==> src/rtl/jws_pkg.sv <==
// Shared types and constants for the Jaro-Winkler similarity block.
// Used by the controller, the datapath and the top level; no dependencies.
`timescale 1ns / 1ps
`default_nettype none

package jws_pkg;

  // Input opcodes carried in s_axis_tuser
  localparam logic [1:0] OPC_FIRST   = 2'd0;
  localparam logic [1:0] OPC_SECOND  = 2'd1;
  localparam logic [1:0] OPC_COMPUTE = 2'd2;
  localparam logic [1:0] OPC_RSVD    = 2'd3;

  localparam int OPC_W      = 2;
  localparam int CHAR_W     = 21;
  localparam int LIMIT_W    = 7;
  localparam int SIM_W      = 17;
  localparam int MATCH_W    = 7;
  localparam int TRANS_W    = 6;
  localparam int PREFIX_W   = 7;
  localparam int RES_W      = SIM_W + MATCH_W + TRANS_W + PREFIX_W + 1;
  localparam int IN_TDATA_W = 24;
  localparam int OUT_TDATA_W = 40;
  localparam int FRAC_BITS  = 16;

  // floor(x / 10) as (x * BONUS_RECIP) >> BONUS_SHIFT, exact for x below 2^23
  localparam logic [22:0] BONUS_RECIP = 23'd6710887;
  localparam int          BONUS_SHIFT = 26;

  localparam logic [SIM_W-1:0] SIM_ONE = 17'h10000;

  // Datapath operations issued by the controller
  typedef enum logic [4:0] {
    OP_NONE,
    OP_LOAD,
    OP_INIT,
    OP_RD_IDX,
    OP_IDX_INC,
    OP_SAME,
    OP_SRC_RD,
    OP_SRC_LATCH,
    OP_DST_RD,
    OP_POS_INC,
    OP_HIT,
    OP_SIDE_DONE,
    OP_ROUND,
    OP_ZERO,
    OP_MUL1,
    OP_MUL2,
    OP_MUL3,
    OP_DJ_GO,
    OP_SIM_J,
    OP_IDX_CLR,
    OP_PFX_INC,
    OP_BMUL,
    OP_DB_GO,
    OP_BADD,
    OP_EMIT
  } dp_op_e;

  typedef struct packed {
    dp_op_e op;
  } dp_cmd_t;

  typedef struct packed {
    logic both_nonempty;
    logic same_len;
    logic idx_lt_l1;
    logic rd_eq;
    logic sd;
    logic pos_end;
    logic idx_ge_hi;
    logic idx_used;
    logic dst_eq;
    logic v1;
    logic v2;
    logic more;
    logic m_zero;
    logic limit_zero;
    logic pfx_go;
    logic div_done;
  } dp_status_t;

endpackage

`default_nettype wire

==> src/rtl/jws_ctrl.sv <==
// Controller: state machine that sequences loads, match scan, the division and bonus.
// Depends on jws_pkg; drives jws_datapath through dp_cmd_t.
`timescale 1ns / 1ps
`default_nettype none

module jws_ctrl (
  input  wire logic                      clk_i,
  input  wire logic                      rst_ni,
  input  wire logic                      in_valid_i,
  input  wire logic [jws_pkg::OPC_W-1:0] opcode_i,
  input  wire logic                      out_free_i,
  input  wire jws_pkg::dp_status_t       status_i,
  output logic                           in_ready_o,
  output jws_pkg::dp_cmd_t               cmd_o
);

  typedef enum logic [21:0] {
    ST_IDLE     = 22'h000001,
    ST_START    = 22'h000002,
    ST_SAME_CHK = 22'h000004,
    ST_SAME_CMP = 22'h000008,
    ST_SC_SRC   = 22'h000010,
    ST_SC_SRCW  = 22'h000020,
    ST_SC_DST   = 22'h000040,
    ST_SC_CMP   = 22'h000080,
    ST_ROUND    = 22'h000100,
    ST_ROUND_NX = 22'h000200,
    ST_FIN      = 22'h000400,
    ST_MUL2     = 22'h000800,
    ST_MUL3     = 22'h001000,
    ST_DJ_GO    = 22'h002000,
    ST_DJ_W     = 22'h004000,
    ST_PFX_INIT = 22'h008000,
    ST_PFX_CHK  = 22'h010000,
    ST_PFX_CMP  = 22'h020000,
    ST_BMUL     = 22'h040000,
    ST_DB_GO    = 22'h080000,
    ST_DB_W     = 22'h100000,
    ST_EMIT     = 22'h200000
  } state_e;

  state_e state_q, state_d;

  assign in_ready_o = (state_q == ST_IDLE);

  always_comb begin
    state_d   = state_q;
    cmd_o.op  = jws_pkg::OP_NONE;
    unique case (state_q)
      ST_IDLE: begin
        if (in_valid_i) begin
          case (opcode_i)
            jws_pkg::OPC_FIRST, jws_pkg::OPC_SECOND: cmd_o.op = jws_pkg::OP_LOAD;
            jws_pkg::OPC_COMPUTE: begin
              cmd_o.op = jws_pkg::OP_INIT;
              state_d  = ST_START;
            end
            default: ;
          endcase
        end
      end
      ST_START: begin
        if (!status_i.both_nonempty) state_d = ST_EMIT;
        else if (status_i.same_len)  state_d = ST_SAME_CHK;
        else                         state_d = ST_SC_SRC;
      end
      ST_SAME_CHK: begin
        if (status_i.idx_lt_l1) begin
          cmd_o.op = jws_pkg::OP_RD_IDX;
          state_d  = ST_SAME_CMP;
        end else begin
          cmd_o.op = jws_pkg::OP_SAME;
          state_d  = ST_EMIT;
        end
      end
      ST_SAME_CMP: begin
        if (status_i.rd_eq) begin
          cmd_o.op = jws_pkg::OP_IDX_INC;
          state_d  = ST_SAME_CHK;
        end else begin
          state_d  = ST_SC_SRC;
        end
      end
      ST_SC_SRC: begin
        if (status_i.pos_end) begin
          cmd_o.op = jws_pkg::OP_SIDE_DONE;
          state_d  = status_i.sd ? ST_ROUND : ST_SC_SRC;
        end else begin
          cmd_o.op = jws_pkg::OP_SRC_RD;
          state_d  = ST_SC_SRCW;
        end
      end
      ST_SC_SRCW: begin
        cmd_o.op = jws_pkg::OP_SRC_LATCH;
        state_d  = ST_SC_DST;
      end
      ST_SC_DST: begin
        if (status_i.idx_ge_hi) begin
          // window exhausted: advance to the next source character
          cmd_o.op = jws_pkg::OP_POS_INC;
          state_d  = ST_SC_SRC;
        end else if (status_i.idx_used) begin
          cmd_o.op = jws_pkg::OP_IDX_INC;
        end else begin
          cmd_o.op = jws_pkg::OP_DST_RD;
          state_d  = ST_SC_CMP;
        end
      end
      ST_SC_CMP: begin
        if (status_i.dst_eq) begin
          cmd_o.op = jws_pkg::OP_HIT;
          state_d  = status_i.sd ? ST_ROUND : ST_SC_SRC;
        end else begin
          cmd_o.op = jws_pkg::OP_IDX_INC;
          state_d  = ST_SC_DST;
        end
      end
      ST_ROUND: begin
        if (!status_i.v1 && !status_i.v2) begin
          state_d = ST_FIN;
        end else if (status_i.v1 != status_i.v2) begin
          // one-sided round: drop everything
          cmd_o.op = jws_pkg::OP_ZERO;
          state_d  = ST_EMIT;
        end else begin
          cmd_o.op = jws_pkg::OP_ROUND;
          state_d  = ST_ROUND_NX;
        end
      end
      ST_ROUND_NX: state_d = status_i.more ? ST_SC_SRC : ST_FIN;
      ST_FIN: begin
        if (status_i.m_zero) begin
          cmd_o.op = jws_pkg::OP_ZERO;
          state_d  = ST_EMIT;
        end else begin
          cmd_o.op = jws_pkg::OP_MUL1;
          state_d  = ST_MUL2;
        end
      end
      ST_MUL2: begin
        cmd_o.op = jws_pkg::OP_MUL2;
        state_d  = ST_MUL3;
      end
      ST_MUL3: begin
        cmd_o.op = jws_pkg::OP_MUL3;
        state_d  = ST_DJ_GO;
      end
      ST_DJ_GO: begin
        cmd_o.op = jws_pkg::OP_DJ_GO;
        state_d  = ST_DJ_W;
      end
      ST_DJ_W: begin
        if (status_i.div_done) begin
          cmd_o.op = jws_pkg::OP_SIM_J;
          state_d  = status_i.limit_zero ? ST_EMIT : ST_PFX_INIT;
        end
      end
      ST_PFX_INIT: begin
        cmd_o.op = jws_pkg::OP_IDX_CLR;
        state_d  = ST_PFX_CHK;
      end
      ST_PFX_CHK: begin
        if (status_i.pfx_go) begin
          cmd_o.op = jws_pkg::OP_RD_IDX;
          state_d  = ST_PFX_CMP;
        end else begin
          state_d  = ST_BMUL;
        end
      end
      ST_PFX_CMP: begin
        if (status_i.rd_eq) begin
          cmd_o.op = jws_pkg::OP_PFX_INC;
          state_d  = ST_PFX_CHK;
        end else begin
          state_d  = ST_BMUL;
        end
      end
      ST_BMUL: begin
        cmd_o.op = jws_pkg::OP_BMUL;
        state_d  = ST_DB_GO;
      end
      ST_DB_GO: begin
        cmd_o.op = jws_pkg::OP_DB_GO;
        state_d  = ST_DB_W;
      end
      ST_DB_W: begin
        cmd_o.op = jws_pkg::OP_BADD;
        state_d  = ST_EMIT;
      end
      ST_EMIT: begin
        // hold until the output register can take the beat
        if (out_free_i) begin
          cmd_o.op = jws_pkg::OP_EMIT;
          state_d  = ST_IDLE;
        end
      end
      default: state_d = ST_IDLE;
    endcase
  end

  always_ff @(posedge clk_i or negedge rst_ni) begin
    if (!rst_ni) begin
      state_q <= ST_IDLE;
    end else begin
      state_q <= state_d;
    end
  end

endmodule

`default_nettype wire

==> config.mk <==
export PLATFORM = sky130hd
export DESIGN_NAME = jws_ctrl
export DESIGN_NICKNAME = d
export VERILOG_FILES = /design/src/rtl/jws_pkg.sv /design/src/rtl/jws_ctrl.sv
export SDC_FILE = /design/constraint.sdc
export NUM_CORES = 1
export LEC_CHECK = 0
export BUFFER_PORTS_ARGS = -buffer_cell sky130_fd_sc_hd__buf_2
export CORE_MARGIN = 4
export CORE_UTILIZATION = 57
export DETAILED_ROUTE_END_ITERATION = 10
export GPL_TIMING_DRIVEN = 0
export PLACE_DENSITY = 0.91
export SLEW_MARGIN = 10
export SYNTH_ARGS = -nofsm -noshare
export SYNTH_HDL_FRONTEND = slang
export SYNTH_SLANG_ARGS = --single-unit
==> constraint.sdc <==
create_clock -name clk_i -period 3 [get_ports clk_i]
set_input_delay 0.15 -clock clk_i [delete_from_list [all_inputs] [get_ports clk_i]]
set_output_delay 0.15 -clock clk_i [all_outputs]
set_load 0.01 [all_outputs]
==> metrics.cfg <==
[clocking]
insertion_delay_ps = 320
cts_tree = yes
clkSinkCount = 22
root_buffer = clkbuf_4
cts_max_path_buffers = 2
ctsHtreeMaxLevel = 1
clkTransAtPathRegs_ps = 130
numCtsBuffers = 3

[sta]
holdWs_ps = 3.726
maxSlewHeadroom_pct = 53.45
clock_skew_ps = 1.356
tightest_slew_ps = 695.7
final.setup.tns_ps = 0
rsz0062_at_grt = no
worst_slack_ps = 86.80
slew_violations = 0
period_share_pct = 97.11
min_period_ps = 2913
finalHoldViolCount = 0
setup-violations-final = 0
max_freq_mhz = 343.3

[worst_setup_path]
crit_fanout = 10
setup.worst_path.class = flop to primary output
crit_path_end_kind = primary output
required_ps = 2850
arrival_ps = 2760
cp-start-kind = flop

[synth]
ys_types = 55
synthArstFlopShare_pct = 100.0
ys.flop_type = dfrtp_1
synth_compound_area_share_pct = 16.28
muxShareOfSynthArea_pct = 0
synth_xor_area_share_pct = 2.365
syn_area_sq_um = 1852
ys_seq_area_share_pct = 29.80
yosys.area_share.simple_pct = 44.46
syn_inst = 223
synth-seq-cells = 22
synth_edf_count = 0
synthAdderAreaFrac_pct = 1.351
synthesis.nets = 247
ys.warnings.count = 0
synth_top_family_by_area = simple AND/OR/NAND/NOR gates
synth_area_per_cell_sq_um = 8.304

[floorplan]
die-area_sq_um = 4224
start_util_pct = 60.16
io_pins = 28
core.rowCount = 20
core_sq_um = 3078
die_h_um = 65.00
die_w_um = 65.00

[routing]
antenna_left = 0
first_iter_violations = 282
wl_met3_um = 489
first_pass_iters = 5
vias_per_cell = 6.759
wl_met1_um = 2248
wirelength_um = 5453
highest_layer = met4
wl_per_cell_um = 18.00
drc = 0
vias = 2048
met2_length_um = 2544

[power]
finalPower_uw = 867.9
power_density_nw_per_um2 = 403.1
leakage_uw = 0.001023
ir_drop_uv = 245.7

[final_layout]
layout_commonest_cell = buf_2
drive_gt1_share_pct = 24.32
final_cell_mix = 34 x buf_2, 21 x dfrtp_1, 20 x nor2_1, 17 x nand2_1
stdcell_count = 303
areaGrowthSynthToFinish_pct = 16.28
largest_reg_flops = 22
nNetsFinal = 284
reg_top3 = state_q: 22 flops
regMostFlops = state_q
antenna_cells = 0

[global_route]
antenna_found_initial = 0
grt_usage_pct = 27.45
grt_max_degree = 23
grt_pass1_wl_um = 8928
first_global_vias = 1901
grt_overflow = 0

[min_path]
hp-class = input port to flop

[flow_run]
maxCapViolations = 0

[place]
dp_hpwl_um = 4197
place_ws_ps = 394.6
numPortBuffers = 27
place.gp.congestion = 1.063
dp.cells = 294

[outcome]
status = finished, final reports clean

[metrics by stage]
step,instance area [sq um],util (%)
after CTS,2107,68.46
final,2153,69.96
after global placement,2042,66.34
after detailed placement,2042,66.34
after floorplan,1852,-
after global routing,2153,69.96
[per-layer routing]
metal / GRT usage (%) / vias to the layer above
met3: 4.506 / 26
met5: 0 / -
met2: 44.70 / 116
li1: - / 941
met4: 8.179 / 0
met1: 37.24 / 965
[repair_timing]
item | 4_1_cts | 5_1_grt
hold endpoints to repair | 22 | 0
hold buffers | 2 | 0
setup buffers | 0 | 3
resized for setup | 1 | 4
setup endpoints to repair | 1 | 4
pin swaps | 0 | 1
gates cloned | 0 | 0
[cell usage after synthesis, drive strengths merged (3+ instances only)]
| library cell | number | area, sq um |
|---|---|---|
| dfrtp | 21 | 525.5 |
| nor2 | 20 | 75.07 |
| nand2 | 17 | 63.81 |
| nor3 | 15 | 80.08 |
| nor4 | 14 | 157.7 |
| nand4 | 12 | 75.07 |
| inv | 11 | 41.29 |
| nand3 | 11 | 60.06 |
| buf | 9 | 50.04 |
| a21oi | 6 | 30.03 |
| nor2b | 6 | 37.54 |
| or4 | 6 | 45.04 |
| nand3b | 5 | 37.54 |
| nor4b | 5 | 43.79 |
| and2 | 4 | 25.02 |
| clkbuf | 4 | 15.01 |
| or2 | 4 | 25.02 |
| a31oi | 3 | 18.77 |
| o2111ai | 3 | 26.28 |
| or4b | 3 | 30.03 |
| xor2 | 3 | 26.28 |
[cell families (layout without fill, tap and decap cells)]
kind of cell / count (synthesis) / count (layout)
and+or+nand+nor: 131 / 131
AOI/OAI and AO/OA: 39 / 39
buffers and inverters: 24 / 60
DFF: 22 / 22
xor gates and xnor gates: 5 / 5
adders and majority gates: 2 / 2
[path summary, 6_finish.rpt]
kind	slack [ps]	cells past startpoint	from	endpoint
min in group asynchronous	310	2	rst_ni	state_q[5]
setup reg to reg	600	7	state_q[8]	state_q[21]
setup / recovery	90	8	state_q[8]	cmd_o[2]
hold / removal	4	2	status_i[3]	state_q[11]
hold reg to reg	650	3	state_q[17]	state_q[17]
max in group asynchronous	2330	2	rst_ni	state_q[0]
[worst max-delay path, cell delays in order, from the launching register on]
cell and delay (ps):
dfrtp_1 380, clkbuf_1 250, nor4_4 530, nand2_1 180
buf_2 240, nor4_1 450, a2111oi_0 150, nand4_1 120
buf_2 130
[where the power goes]
| part | internal, uW | switching (uW) |
|---|---|---|
| logic | 145 | 231 |
| clock network | 74.4 | 102 |
| registers | 310 | 5.64 |
[area by class of cell]
type	instances	area (sq um)
Fill cell	266	924.6
Sequential cell	22	551.8
Multi-Input combinational cell	177	1226
Timing Repair Buffer	32	177.7
Clock buffer	4	36.28
Tap cell	44	55.05
Buffer	13	65.06
Inverter	11	41.29
Note: power is estimated with default switching activity, not from simulation.
